**config.mk**
```make
export PLATFORM = sky130hd
export DESIGN_NAME = spla_ram
export DESIGN_NICKNAME = d
export VERILOG_FILES = /design/src/rtl/core/spla_ram.sv
export SDC_FILE = /design/constraint.sdc
export NUM_CORES = 2
export LEC_CHECK = 0
export BUFFER_PORTS_ARGS = -buffer_cell sky130_fd_sc_hd__buf_4
export CAP_MARGIN = 5
export CELL_PAD_IN_SITES_DETAIL_PLACEMENT = 0
export CELL_PAD_IN_SITES_GLOBAL_PLACEMENT = 2
export CORE_UTILIZATION = 35
export CTS_CLUSTER_DIAMETER = 50
export DETAILED_ROUTE_END_ITERATION = 16
export GPL_TIMING_DRIVEN = 0
export PLACE_DENSITY = 0.7
export SETUP_SLACK_MARGIN = 0.1
export SLEW_MARGIN = 10
export SYNTH_ARGS = -nofsm -noshare
export SYNTH_HDL_FRONTEND = slang
export SYNTH_SLANG_ARGS = --single-unit
```
**constraint.sdc**
```tcl
create_clock -name clk -period 3.1 [get_ports clk]
set_input_delay 0 -clock clk [delete_from_list [all_inputs] [get_ports clk]]
set_output_delay 0 -clock clk [all_outputs]
set_load 0.03 [all_outputs]
```
**src/rtl/core/spla_ram.sv**
```systemverilog
// ----------------------------------------------------------------------------
// spla_ram
// Generic single-port-write, single-read RAM with registered read data.
// ----------------------------------------------------------------------------
`timescale 1ns / 1ps
`default_nettype none
module spla_ram #(
	parameter int Width = 32,
	parameter int Depth = 64
) (
	input wire logic clk,
	input wire logic we,
	input wire logic [$clog2(Depth)-1:0] waddr,
	input wire logic [Width-1:0] wdata,
	input wire logic [$clog2(Depth)-1:0] raddr,
	output logic [Width-1:0] rdata
);
	logic [Width-1:0] mem [Depth];

	always_ff @(posedge clk) begin
		if (we) begin
			mem[waddr] <= wdata;
		end
		rdata <= mem[raddr];
	end
endmodule
`default_nettype wire

```
Word level (Yosys, flattened, before mapping)
Memories as Yosys holds them, arrays and structs flattened. A register that Yosys moved wholly into a read port is not among the register bits.
Cells that the tools add are included.
{"block": "op_classes", "mux": 2}
{"operator": "1-bit 2-to-1 mux", "count": 2}
{"block": "totals", "input_bits": 46, "memories": 1, "reg_bits": 0, "word_cells": 3, "mem_bits_rw": 2048}
{"name": "mem", "depth": 64, "width": 32, "read_ports": 1, "rd_clocked_by_memory_dff": 1, "wr": 1, "line": "18", "rtl": "logic [Width-1:0] mem [Depth];"}

Logic depth before layout (Yosys ltp)
{"block": "logic_depth", "word_depth": 2, "ltp_mapped": 10, "mapped_depth_nobuf": 5}

Worst setup path after synthesis
No wires, ideal clock.
{"block": "synth_path", "path_kind": "input -> register", "from": "in waddr[3]", "to": "mem mem[48][0] (enable)", "t_required_ns": 2.639, "stages": 4, "setup_ns": 0.461, "n_path_buf": 1, "setup_slack_ns": -0.060, "arrival_time_ns": 2.699, "cell_sequence": "clkbuf_1 -> nor2b_1 -> nand4b_1 -> nor3_1"}
{"item": "start: declaration", "line": "13", "rtl": "input wire logic [$clog2(Depth)-1:0] waddr,"}
{"item": "end: declaration", "line": "18"}
Straight into the memory's write port.

==> flow_summary.json <==
{
  "status": "finished, violations left",
  "violations_in_the_final_reports": "setup timing",
  "seqCellArea_sq_um": 62140,
  "grt_pass1_vias": 38480,
  "avgRoutedWirePerCell_microns": 35.50,
  "design.portCount": 78,
  "setup_viol": 4,
  "final.fill_count": 19140,
  "route.detailed.vias_per_inst": 5.699,
  "number_of_cells_on_the_worst_hold_path": 4,
  "syn2layout_area_growth_pct": 19.26,
  "drc_markers": 0,
  "synth_edf_count": 2048,
  "setup_repair_after_global_routing_missed_its_margin": "false",
  "worstPathRequired_ps": 3730,
  "critical_path.max_fanout": 10,
  "worst_r2r_path_depth": 4,
  "post_synth_inst_count": 3324,
  "proportion_of_layout_cells_with_a_drive_suffix_above_1": 0.3126,
  "critical_path.reg2reg.endpoint": "rdata[13]$_DFF_P_",
  "yosys_register_bits": 2080,
  "finalWeightedCongestion": 0.7986,
  "initial_cell_density_of_the_core": 0.3528,
  "cts-root-buf": "sky130_fd_sc_hd__clkbuf_16",
  "pin_count_of_the_biggest_net_entering_global_routing": 65,
  "clock_sink_count": 2080,
  "dp_slack_ps": -1112,
  "cp.arrival_ps": 3800,
  "grt_antenna_before_repair": 18,
  "grt_remaining_overflow": 0,
  "regToRegStartpoint": "mem[3][13]$_DFFE_PP_",
  "setup_tns_final_ps": -113.1,
  "hold_ws_ps": 85.41,
  "global_route.usage.total": 0.2183,
  "timing.final.hold_violations": 0,
  "period_minus_slack_ps": 3160,
  "cap_violations": 0,
  "placement.cell_area_sq_um": 86110,
  "ant_nets": 0,
  "setup_slack_ps": -60.47,
  "synth.avg_cell_area_sq_um": 23.62,
  "synth_warnings": 0,
  "slew_violations": 0,
  "yosys_most_used_dff": "sky130_fd_sc_hd__edfxtp_1",
  "worstMarginPinSlew_ps": 1326,
  "cellPowerDensity_nw_per_um2": 645.9,
  "finalInstanceArea_sq_um": 93640,
  "cts.clk_slew.worst_paths_ps": 60,
  "fmax_ghz": 0.3164,
  "postSynth.asyncResetShare": 0,
  "clockBufferDepth": 3,
  "timing.hold.worst.start": "we",
  "numCtsBuffers": 217,
  "place.port_buffers": 69,
  "first_pass_iters": 6,
  "min-delay-path-class": "input port to flop",
  "relSlewSlack": 0.1160,
  "timing.critical_path.from_type": "input port",
  "detailedRoute.firstIterationViolations": 6344,
  "h-tree-depth": 4,
  "core-area_sq_um": 222500,
  "yosysSeqAreaShare": 0.7914,
  "grt_first_pass_wirelength_microns": 330100,
  "via_count": 39580,
  "critical_path_class": "input port to flop",
  "peakVddDrop_uv": 595.2,
  "post_cts.repair.setup_buffers": 0,
  "unique_masters_post_synth": 34,
  "area_of_combinational_cells_with_multiple_inputs_sq_um": 16000,
  "whs_endpoint": "mem[53][9]$_DFFE_PP_",
  "die_width_microns": 475.6,
  "floorplan.die.height_microns": 475.6,
  "synth.area.top_cells": "sky130_fd_sc_hd__edfxtp_1, sky130_fd_sc_hd__mux4_2, sky130_fd_sc_hd__mux2i_1",
  "final_min_period_over_clock_period": 1.020,
  "rows": 173,
  "synth_nets": 3370,
  "yosys.area.top_type": "sky130_fd_sc_hd__edfxtp_1",
  "num-nets-final": 3824,
  "end_kind": "flop",
  "tritoncts_clock_tree": "built",
  "postRouteWirelength_microns": 246500,
  "fraction_of_post_synthesis_cell_area_in_the_top_cell_type_by_area": 0.7833,
  "clock_latency_on_the_worst_skew_pair_ps": 860,
  "hpwlAfterDp_microns": 163300,
  "setup.reg_to_reg.worst_slack_ps": 380,
  "cellLeakagePower_nw": 29.03,
  "fin_skew_ps": 31.52,
  "synthesis.area_sq_um": 78520,
  "die_area_sq_um": 226200
}
-- kinds of logic (layout without fill, tap and decap cells) --
group / Yosys count / after routing / synth area share
mux: 637 / 637 / 0.1679
other cells: 0 / 7 / 0
flops: 2080 / 2080 / 0.7914
simple gates: 223 / 223 / 0.01265
compound gates: 202 / 202 / 0.01673
buf+inv: 182 / 821 / 0.01128
-- worst max-delay path, cell delays in order --
cell	delay (ps)
sky130_fd_sc_hd__buf_2	470
sky130_fd_sc_hd__buf_2	360
sky130_fd_sc_hd__clkdlybuf4s15_1	900
sky130_fd_sc_hd__mux4_2	410
sky130_fd_sc_hd__mux4_2	480
sky130_fd_sc_hd__o22ai_1	800
sky130_fd_sc_hd__nor2_1	350
-- sequential cells by signal, indices dropped and copies added (netlist names) --
name,cells
mem,2048
rdata,32
-- synthesized netlist by cell type, types with 4 or more instances --
library cell / number
sky130_fd_sc_hd__and3_1: 4
sky130_fd_sc_hd__a311oi_1: 8
sky130_fd_sc_hd__o32ai_1: 4
sky130_fd_sc_hd__nor3_1: 7
sky130_fd_sc_hd__a41o_1: 4
sky130_fd_sc_hd__o22ai_1: 84
sky130_fd_sc_hd__a22oi_1: 12
sky130_fd_sc_hd__dfxtp_1: 32
sky130_fd_sc_hd__buf_2: 57
sky130_fd_sc_hd__clkbuf_1: 74
sky130_fd_sc_hd__mux4_2: 544
sky130_fd_sc_hd__nand2_1: 26
sky130_fd_sc_hd__edfxtp_1: 2048
sky130_fd_sc_hd__nand2b_1: 8
sky130_fd_sc_hd__buf_6: 5
sky130_fd_sc_hd__nor2b_1: 15
sky130_fd_sc_hd__nor2_1: 137
sky130_fd_sc_hd__o221ai_1: 27
sky130_fd_sc_hd__mux2i_1: 93
sky130_fd_sc_hd__buf_4: 25
sky130_fd_sc_hd__buf_1: 21
sky130_fd_sc_hd__a21oi_1: 62
sky130_fd_sc_hd__nand3b_1: 5
sky130_fd_sc_hd__nand3_1: 5
-- metrics by stage --
| stage | power, mW | utilization | instances |
|---|---|---|---|
| 6_report | 60.48 | 0.4208 | 6945 |
| 2_1_floorplan | 33.42 | - | 3324 |
| 3_5_place_dp | 35.17 | 0.3870 | 6498 |
| 5_1_grt | 61.89 | 0.4208 | 6940 |
| 4_1_cts | 60.79 | 0.4207 | 6939 |
| 3_3_place_gp | 35.05 | 0.3720 | 6368 |
-- report_power, final --
part	internal, mW	switching, mW
combinational	1.15	2.28
clock	14.8	11.1
sequential	31.1	0.0602
total	47.1	13.4
-- cells in the final DEF (no fill, tap or decap), types with 6 or more instances in the layout --
cell	instances
sky130_fd_sc_hd__edfxtp_1	2048
sky130_fd_sc_hd__mux4_2	544
sky130_fd_sc_hd__clkbuf_16	218
sky130_fd_sc_hd__clkbuf_1	109
sky130_fd_sc_hd__buf_4	96
sky130_fd_sc_hd__mux2i_1	93
sky130_fd_sc_hd__buf_12	86
sky130_fd_sc_hd__o22ai_1	82
sky130_fd_sc_hd__nor2_1	75
sky130_fd_sc_hd__nor2_4	62
sky130_fd_sc_hd__a21oi_1	59
sky130_fd_sc_hd__buf_2	58
sky130_fd_sc_hd__dlygate4sd3_1	38
sky130_fd_sc_hd__buf_16	38
sky130_fd_sc_hd__clkinv_1	37
sky130_fd_sc_hd__dfxtp_1	32
sky130_fd_sc_hd__clkinv_2	31
sky130_fd_sc_hd__o221ai_1	27
sky130_fd_sc_hd__nand2_1	26
sky130_fd_sc_hd__clkbuf_2	20
sky130_fd_sc_hd__bufinv_16	20
sky130_fd_sc_hd__nor2b_1	15
sky130_fd_sc_hd__buf_1	12
sky130_fd_sc_hd__a22oi_1	12
sky130_fd_sc_hd__inv_6	12
sky130_fd_sc_hd__clkinvlp_4	9
sky130_fd_sc_hd__nand2b_1	8
sky130_fd_sc_hd__a311oi_1	8
sky130_fd_sc_hd__diode_2	7
sky130_fd_sc_hd__clkinv_4	6
sky130_fd_sc_hd__buf_8	6
-- area by class of cell --
class	count	area share
timing repair buffer	237	0.04011
multi-input combinational	1062	0.1709
antenna	7	0.0001871
clock inverter	126	0.01427
clock buffer	278	0.06109
buffer	180	0.01009
tap	2975	0.03975
sequential	2080	0.6636
-- what timing repair did --
| action | in CTS | in global routing |
|---|---|---|
| hold endpoints to repair | 2097 | 0 |
| setup endpoints to repair | 14 | 4 |
| resized for setup | 25 | 6 |
| hold buffers | 38 | 0 |
-- how the worst max path moves through the flow --
stage          depth (start not counted)  slack, ps              endpoint      from
2_1_floorplan                          4        450  mem[39][0]$_DFFE_PP_  waddr[5]
3_3_place_gp                           3      -2530  mem[23][1]$_DFFE_PP_  waddr[1]
6_report                               7        -60     rdata[13]$_DFF_P_  raddr[1]
4_1_cts                                7        110     rdata[13]$_DFF_P_  raddr[1]
3_5_place_dp                           9      -1110      rdata[2]$_DFF_P_  raddr[1]
5_1_grt                                9        100     rdata[12]$_DFF_P_  raddr[2]
-- routing by layer --
metal,GRT usage,share of wire,up-vias
met4,0.06386,0.031,10
li1,-,-,15270
met2,0.3373,0.46,2369
met1,0.3084,0.40,21570
met3,0.04956,0.10,366
met5,0.001493,0.00037,-
No activity file was read; power rests on OpenSTA's default activity.
