`config.mk`:
```
export PLATFORM = sky130hd
export DESIGN_NAME = spla_cordic
export DESIGN_NICKNAME = d
export VERILOG_FILES = /design/src/rtl/core/spla_pkg.sv /design/src/rtl/core/spla_cordic.sv
export SDC_FILE = /design/constraint.sdc
export NUM_CORES = 2
export LEC_CHECK = 0
export ABC_AREA = 1
export BUFFER_PORTS_ARGS = -buffer_cell sky130_fd_sc_hd__buf_2
export CORE_MARGIN = 3
export CORE_UTILIZATION = 25
export CTS_CLUSTER_DIAMETER = 80
export DETAILED_ROUTE_END_ITERATION = 8
export PLACE_DENSITY = 0.42
export SLEW_MARGIN = 25
export SYNTH_ARGS = -nofsm -noshare
export SYNTH_HDL_FRONTEND = slang
export SYNTH_SLANG_ARGS = --single-unit
```
`constraint.sdc`:
```
create_clock -name clk -period 9.8 [get_ports clk]
set_input_delay 0.98 -clock clk [delete_from_list [all_inputs] [get_ports clk]]
set_output_delay 0.98 -clock clk [all_outputs]
set_load 0.01 [all_outputs]
```
`src/rtl/core/spla_pkg.sv`:
```
// ----------------------------------------------------------------------------
// spla_pkg
// Shared constants, types and CORDIC table for the association core.
// ----------------------------------------------------------------------------
`timescale 1ns / 1ps
`default_nettype none
package spla_pkg;
	localparam int MaxLines = 64;
	localparam int IdxW = $clog2(MaxLines);
	localparam int CordicIters = 28;

	localparam logic [1:0] CMD_WRITE = 2'd0;
	localparam logic [1:0] CMD_BEAM = 2'd1;
	localparam logic [1:0] CMD_CLEAR = 2'd2;

	localparam logic [2:0] REG_POSE_X = 3'd0;
	localparam logic [2:0] REG_POSE_Y = 3'd1;
	localparam logic [2:0] REG_HEADING = 3'd2;
	localparam logic [2:0] REG_MARGIN = 3'd3;
	localparam logic [2:0] REG_MAX_DIST = 3'd4;
	localparam logic [2:0] REG_FIRST_ANG = 3'd5;
	localparam logic [2:0] REG_ANG_STEP = 3'd6;
	localparam logic [2:0] REG_MAX_RANGE = 3'd7;

	localparam logic signed [47:0] TwoPi = 48'sd1686629713;
	localparam logic signed [47:0] Pi = 48'sd843314857;
	localparam logic signed [47:0] HalfPi = 48'sd421657428;
	localparam logic signed [33:0] CordicK = 34'sd652032874;
	localparam logic signed [33:0] OneQ30 = 34'sd1073741824;

	typedef struct packed {
		logic signed [31:0] dir_x;
		logic signed [31:0] dir_y;
		logic signed [31:0] min_proj;
		logic signed [31:0] max_proj;
		logic signed [31:0] ncos;
		logic signed [31:0] nsin;
		logic signed [31:0] offset;
	} entry_t;

	localparam int EntryW = $bits(entry_t);

	typedef struct packed {
		logic start;
		logic signed [47:0] angle;
	} cordic_req_t;

	typedef struct packed {
		logic done;
		logic signed [31:0] c;
		logic signed [31:0] s;
	} cordic_rsp_t;

	function automatic logic signed [31:0] atan_q28(input logic [4:0] i);
		logic signed [31:0] r;
		unique case (i)
			5'd0: r = 32'sd210828714;
			5'd1: r = 32'sd124459457;
			5'd2: r = 32'sd65760959;
			5'd3: r = 32'sd33381290;
			5'd4: r = 32'sd16755422;
			5'd5: r = 32'sd8385879;
			5'd6: r = 32'sd4193963;
			5'd7: r = 32'sd2097109;
			5'd8: r = 32'sd1048571;
			5'd9: r = 32'sd524287;
			default: r = 32'sd1 <<< (5'd28 - i);
		endcase
		return r;
	endfunction

	function automatic logic signed [31:0] sat32(input logic signed [63:0] v);
		logic signed [31:0] r;
		if (v > 64'sd2147483647) r = 32'sh7fffffff;
		else if (v < -64'sd2147483648) r = 32'sh80000000;
		else r = v[31:0];
		return r;
	endfunction
endpackage
`default_nettype wire

```
`src/rtl/core/spla_cordic.sv`:
```
// ----------------------------------------------------------------------------
// spla_cordic
// Iterative CORDIC: range reduction and a fold, then one rotation per
// cycle, 28 rotations. Returns clamped Q2.30 cosine and sine.
// ----------------------------------------------------------------------------
`timescale 1ns / 1ps
`default_nettype none
module spla_cordic (
	input wire logic clk,
	input wire logic arst_n,
	input wire spla_pkg::cordic_req_t req,
	output spla_pkg::cordic_rsp_t rsp
);
	typedef enum logic [4:0] {
		C_IDLE = 5'b00001,
		C_MOD = 5'b00010,
		C_FOLD = 5'b00100,
		C_ROT = 5'b01000,
		C_OUT = 5'b10000
	} cstate_t;

	cstate_t state_q;
	logic signed [47:0] z_q;
	logic signed [33:0] x_q, y_q;
	logic flip_q;
	logic [4:0] it_q;
	logic [5:0] mod_q;
	logic signed [33:0] dx, dy, xo, yo;
	logic signed [47:0] zsub;

	assign dx = y_q >>> it_q;
	assign dy = x_q >>> it_q;
	assign zsub = spla_pkg::TwoPi <<< mod_q;
	assign xo = flip_q ? -x_q : x_q;
	assign yo = flip_q ? -y_q : y_q;

	always_ff @(posedge clk or negedge arst_n) begin
		if (!arst_n) begin
			state_q <= C_IDLE;
			rsp.done <= 1'b0;
		end else begin
			rsp.done <= 1'b0;
			unique case (state_q)
				C_IDLE: if (req.start) begin
					state_q <= C_MOD;
					z_q <= req.angle;
					mod_q <= 6'd14;
					flip_q <= 1'b0;
				end
				C_MOD: begin
					// restoring reduction of |z| toward [0, 2pi) then sign fix
					if (z_q >= 0) begin
						if (z_q >= zsub) z_q <= z_q - zsub;
					end else begin
						if (z_q < -zsub) z_q <= z_q + zsub;
					end
					if (mod_q == 6'd0) state_q <= C_FOLD;
					else mod_q <= mod_q - 6'd1;
				end
				C_FOLD: begin
					logic signed [47:0] z1;
					z1 = (z_q < 0) ? z_q + spla_pkg::TwoPi : z_q;
					if (z1 > spla_pkg::Pi) z1 = z1 - spla_pkg::TwoPi;
					if (z1 > spla_pkg::HalfPi) begin
						z1 = z1 - spla_pkg::Pi;
						flip_q <= 1'b1;
					end else if (z1 < -spla_pkg::HalfPi) begin
						z1 = z1 + spla_pkg::Pi;
						flip_q <= 1'b1;
					end
					z_q <= z1;
					x_q <= spla_pkg::CordicK;
					y_q <= '0;
					it_q <= '0;
					state_q <= C_ROT;
				end
				C_ROT: begin
					if (z_q >= 0) begin
						x_q <= x_q - dx;
						y_q <= y_q + dy;
						z_q <= z_q - 48'(spla_pkg::atan_q28(it_q));
					end else begin
						x_q <= x_q + dx;
						y_q <= y_q - dy;
						z_q <= z_q + 48'(spla_pkg::atan_q28(it_q));
					end
					if (it_q == 5'(spla_pkg::CordicIters - 1)) state_q <= C_OUT;
					else it_q <= it_q + 5'd1;
				end
				C_OUT: begin
					rsp.c <= (xo > spla_pkg::OneQ30) ? 32'sh40000000 :
						(xo < -spla_pkg::OneQ30) ? -32'sh40000000 : xo[31:0];
					rsp.s <= (yo > spla_pkg::OneQ30) ? 32'sh40000000 :
						(yo < -spla_pkg::OneQ30) ? -32'sh40000000 : yo[31:0];
					rsp.done <= 1'b1;
					state_q <= C_IDLE;
				end
				default: state_q <= C_IDLE;
			endcase
		end
	end
endmodule
`default_nettype wire

```
-- Word level (Yosys, flattened, before mapping)
Index checks and enable logic that the tools add are counted.
- flip-flop bits (word level): 198
- input port bits: 51
- output and inout port bits: 65
- word-level logic and storage cells: 123
- add/sub/neg operators: 18
- magnitude comparators: 11
- equality and inequality tests: 23
- shifts and indexed selects: 4
- multiplexer cells: 40
- reduce and logical (&&, ||, !) cells: 15
- operators with widths (kind ; count):
    48-bit two-way mux ; 10
    32-bit one-hot mux with 10 select lines ; 1
    32-bit two-way mux ; 8
    48-bit one-hot mux with 4 select lines ; 1
    34-bit two-way mux ; 4
    34-bit one-hot mux with 2 select lines ; 2
    34-bit adder ; 2
    34-bit by 32-bit greater-than comparator with 1-bit output, second input constant ; 2
    34-bit by 31-bit < comparator with 1-bit output, second input constant ; 2
    34-bit negator ; 2
    34-bit by 5-bit >>> shifter with 34-bit output ; 2
    34-bit subtractor ; 2
    65-bit two-way mux ; 1
    48-bit by 31-bit adder with 48-bit output, second input constant ; 1
    48-bit by 32-bit adder with 48-bit output ; 1
    48-bit by 32-bit adder with 48-bit output, second input constant ; 1
    48-bit adder ; 1
    48-bit by 1-bit greater-or-equal comparator with 1-bit output, second input constant ; 1
    48-bit greater-or-equal comparator ; 1
    48-bit by 30-bit greater-than comparator with 1-bit output, second input constant ; 1
    48-bit by 31-bit greater-than comparator with 1-bit output, second input constant ; 1
    48-bit by 1-bit < comparator with 1-bit output, second input constant ; 1
    48-bit by 30-bit < comparator with 1-bit output, second input constant ; 1
    48-bit < comparator ; 1
    33 further kinds ; 61

-- Logic depth before layout (Yosys ltp)
- word-level depth: 9
- mapped depth: 52

-- Worst setup path before layout
OpenSTA, ideal clock, no wires.
- path kind: reg-to-reg
- start point: register mod_q[0]
- end point: register z_q[0], enable pin
- library setup time: 0.480 ns
- arrival: 7.570 ns
- data required time: 9.320 ns
- setup slack: 1.750 ns
- stages on the path, launching flop included: 42
- path buffers: 0
- cell sequence: edfxtp_1 ha_1 inv_1 nor2_1 nand2_1 nor2_1 inv_1 nor2_1 inv_2 nand3_1 nor3_2 nand2_1 nor2_2 nand3_1 nor3_2 nand4_1 nor3_2 nand3_1 (+6 left out) nor2_1 inv_1 nor2_1 nand3_1 nor2_1 nand2_1 nand2_1 nand2_1 ha_1 a21oi_1 nor2_1 a211oi_1 o221ai_1 a21oi_1 nand2_1 xor2_1 o31ai_1 a41oi_1
- longest elaborated chain between the ends: 5
- RTL lines (element ; line ; source):
    from (decl) ; spla_cordic.sv:27 ; logic [5:0] mod_q;
    from (signal assigned) ; spla_cordic.sv:58 ; else mod_q <= mod_q - 6'd1;
    32-bit by 6-bit <<< shifter with 48-bit output * ; spla_cordic.sv:33 ; assign zsub = spla_pkg::TwoPi <<< mod_q;
    48-bit negator ; spla_cordic.sv:55 ; if (z_q < -zsub) z_q <= z_q + zsub;
    48-bit < comparator ; spla_cordic.sv:55 ;
    3-bit inequality test (no source line) ; -- ;
    5-bit AND reduction (no source line) * ; -- ;
    to (signal assigned) ; spla_cordic.sv:53 ; if (z_q >= zsub) z_q <= z_q - zsub;
    to (signal assigned) ; spla_cordic.sv:55 ;
    to (signal assigned) ; spla_cordic.sv:71 ; z_q <= z1;
    to (decl) ; spla_cordic.sv:23 ; logic signed [47:0] z_q;
Every way passes the cells marked *; elsewhere a longest branch is shown, timed or not.
A chain may end at the register's enable or synchronous reset.

-- Worst setup path in the final report
- start point: register it_q[2]
- end point: register z_q[47], data pin
- longest elaborated chain between the ends: 8
- RTL lines (element ; line ; source):
    from (decl) ; spla_cordic.sv:26 ; logic [4:0] it_q;
    from (signal assigned) ; spla_cordic.sv:88 ; else it_q <= it_q + 5'd1;
    5-bit subtractor ; spla_pkg.sv:67 ; default: r = 32'sd1 <<< (5'd28 - i);
    2-bit by 5-bit <<< shifter with 32-bit output ; spla_pkg.sv:67 ;
    32-bit one-hot mux with 10 select lines * ; spla_pkg.sv:56 ; unique case (i)
    32-bit two-way mux ; spla_cordic.sv:78 ; if (z_q >= 0) begin
    32-bit two-way mux ; spla_cordic.sv:43 ; unique case (state_q)
    48-bit by 32-bit adder with 48-bit output or 48-bit by 32-bit subtractor with 48-bit output (tied branches) ; spla_cordic.sv:85, spla_cordic.sv:81 ;
    48-bit two-way mux * ; spla_cordic.sv:78 ;
    48-bit one-hot mux with 4 select lines * ; spla_cordic.sv:43 ;
    to (signal assigned) ; spla_cordic.sv:46 ; z_q <= req.angle;
    to (signal assigned) ; spla_cordic.sv:81 ; z_q <= z_q - 48'(spla_pkg::atan_q28(it_q));
    to (signal assigned) ; spla_cordic.sv:85 ; z_q <= z_q + 48'(spla_pkg::atan_q28(it_q));
Every way passes the cells marked *; elsewhere a longest branch is shown, timed or not. The select of a mux whose other input is x is not followed.

==> run_results.csv <==
group,metric,value,unit
drt,drc_errors,0,
global_routing,grt_max_degree,67,
placed_design,hpwl,169000,um
floorplanning,start_util,0.253,
drt,finalWirelength,202000,um
clocking,cts.sinks,198,
global_routing,grt_pass1_vias,44300,
setup_path,start_kind,"flop",
setup_path,crit_type,"reg -> reg",
clocking,post_cts_buffers,0,
clocking,clk_path_buf_depth,2,
drt,ant_nets,0,
power_and_ir_drop,p_leak,20.4,nW
setup_path,arrival,8.43,ns
clocking,clock_latency,0.56,ns
final_layout,insertedDiodeCount,0,
placed_design,gp_congestion,0.969,
setup_path,critical_path.slowest_cell,"nor3_1",
timing,hold_viol,0,
setup_path,cp-end-kind,"flop",
floorplanning,num_rows,146,
logic_synthesis,syn_inst,7072,
drt,wire_per_inst,22.0,um
power_and_ir_drop,power.density,320,nW/um^2
timing,min_period,8.14,ns
floorplanning,die_h,408,um
timing,min_period_over_period,0.830,
clocking,cts_buffers,17,
clocking,cts.clk_slew.worst_paths,0.11,ns
final_layout,area_growth,8.54,%
run_status,run_status,"completed",
clocking,cts_root_buf,"clkbuf_16",
clocking,ctsHtreeMaxLevel,4,
power_and_ir_drop,total_power,14.0,mW
floorplanning,dieArea,166000,um^2
setup_path,cpMostUsedCell,"nor2_1",
timing,setup_viol,0,
power_and_ir_drop,peakVddDrop,0.144,mV
final_layout,drive_gt1_frac,0.0668,
global_routing,grt_use_total,0.235,
floorplanning,ios,116,
drt,vias_per_cell,5.20,
setup_path,path_max_fanout,20,
global_routing,overflow,0,
timing,max_freq,123,MHz
run,maxCapViolations,0,
timing,relSlewSlack,0.244,
timing,tightest_slew,1.12,ns
timing,rsz0062_at_grt,"no",
setup_path,cpPeakStageDelay,0.65,ns
setup_path,cp.required,10.10,ns
timing,setup_tns,0,ns
clocking,cts_resized,0,
drt,vias,47800,
clocking,cts_tree,"yes",
timing,drv_slew,0,
timing,fin_skew,0.0240,ns
floorplanning,dieWidth,408,um
final_layout,fillCellCount,18500,
logic_synthesis,synth_ff_type,"edfxtp_1",
worst_hold_path,hp-class,"in -> async",
global_routing,antenna_found_initial,5,
logic_synthesis,synth_seq_cells,198,
logic_synthesis,postSynthAreaPerCell,5.70,um^2
final_layout,postLayoutCellArea,43800,um^2
placed_design,numPortBuffers,115,
drt,drt_iter0_drc,5084,
logic_synthesis,async_flop_share,0.0303,
logic_synthesis,synth-edff-count,192,
placed_design,placed_cell_area,43200,um^2
final_layout,nNetsFinal,7387,
floorplanning,placeableCoreArea,159000,um^2
logic_synthesis,ys_seq_area_frac,0.147,
global_routing,grt_first_pass_wirelength,299000,um
logic_synthesis,synth_nets,7410,
drt,drt_first_pass_iters,6,
logic_synthesis,yosysUniqueCellTypes,72,
logic_synthesis,yosysWarnings,0,
logic_synthesis,syn_area,40300,um^2
clocking,postCtsHoldBufs,0,
final cells by class:
type	count	area [um^2]	share of cell area
clock inverters	14	160	0.00366
flip-flops and latches	198	5920	0.135
multi-input cells	5710	30000	0.684
inverters	938	3530	0.0805
well taps	2146	2690	0.0613
clock buffers	18	429	0.00980
repair buffers	184	1110	0.0253
synth_stat cells, drive strengths merged, types with 18 or more instances:
master	number	area, um^2
o211ai	37	278
edfxtp	192	5770
xnor2	37	324
nor4	33	206
a31oi	31	194
or2	54	338
nand3	427	2170
nand4	182	1160
o21ai	580	2930
mux2i	50	500
inv	929	3490
buf	89	504
a21oi	539	2730
nor2	968	3810
o31ai	22	165
nor3	101	541
xor2	234	2050
nand2	1948	7480
o21a	43	323
ha	282	3530
o221ai	18	158
clkbuf	137	515
metal layers:
| layer | up-vias | wire [um] | track usage |
|---|---|---|---|
| met2 | 1648 | 84100 | 0.350 |
| li1 | 23200 | - | - |
| met3 | 163 | 12200 | 0.0262 |
| met4 | 0 | 4970 | 0.0559 |
| met1 | 22800 | 101000 | 0.355 |
| met5 | - | 0 | 0 |
worst max-delay path, delay by kind of cell (launching register included):
family / cells / cell delay [ns]
adders and majority gates: 1 / 0.38
buffers and inverters: 4 / 0.90
DFF: 1 / 0.39
AOI/OAI and AO/OA: 6 / 2.32
and+or+nand+nor: 20 / 3.70
xor gates and xnor gates: 1 / 0.15
power breakdown:
group	switching [mW]	internal (mW)	total [mW]
registers	0.387	1.13	1.51
logic	8.41	3.30	11.7
clock network	0.463	0.342	0.805
total	9.26	4.77	14.0
kinds of logic after synthesis:
logic type               after synthesis  synth area share
AND/OR/NAND/NOR                     3746             0.395
multiplexers                          50            0.0124
adder cells (fa/ha/maj)              287            0.0900
flip-flops                           198             0.147
buffers and inverters               1164             0.113
XOR/XNOR                             271            0.0588
AO/OA/AOI/OAI                       1356             0.184
final timing paths:
check | start | endpoint | slack, ns | cells past startpoint
max | it_q[2] | z_q[47] | 1.66 | 32
min | arst_n | rsp[64] | 0.28 | 1
max reg2reg | it_q[2] | z_q[47] | 1.66 | 32
min reg2reg | state_q[1] | rsp[64] | 0.59 | 3
max in group asynchronous | arst_n | state_q[0] | 9.27 | 1
min in group clk | state_q[1] | rsp[64] | 0.59 | 3
registers in the layout, summed over array words and instances (netlist names):
signal   cells
rsp         65
z_q         48
x_q         34
y_q         34
mod_q        6
it_q         5
state_q      5
flip_q       1
per-stage QoR:
stage                     hold WS (ns)  setup slack, ns   util  std cells
final                            0.276             1.66  0.275       9208
after global routing             0.260            0.711  0.275       9208
after CTS                        0.243             1.75  0.275       9208
after detailed placement         0.582             1.82  0.271       9176
after global placement           0.584             1.62  0.271       9176
after floorplan                  0.510             1.75      -       7072
placed cells by master (no fill, tap or decap), types with 15 or more instances in the layout:
master,synthesis,layout
o221ai_1,18,18
o31ai_1,22,22
ha_1,282,282
o211ai_1,37,37
a21oi_1,535,534
o21a_1,43,43
inv_1,867,865
nor4_1,33,30
nand3b_1,16,16
edfxtp_1,192,192
a31oi_1,31,30
xor2_1,234,234
o21ai_0,531,530
nor2_2,29,29
nor2_1,925,924
nand2_1,1891,1891
o21ai_1,43,43
or2_2,53,53
nor2_4,14,15
nand3_1,421,421
nand4_1,180,180
o22ai_1,16,16
clkbuf_16,0,17
buf_4,11,68
nand2_2,52,52
xnor2_1,37,37
mux2i_1,50,50
nor3_1,94,91
buf_2,37,115
inv_2,61,62
No activity file was read; power rests on OpenSTA's default activity.
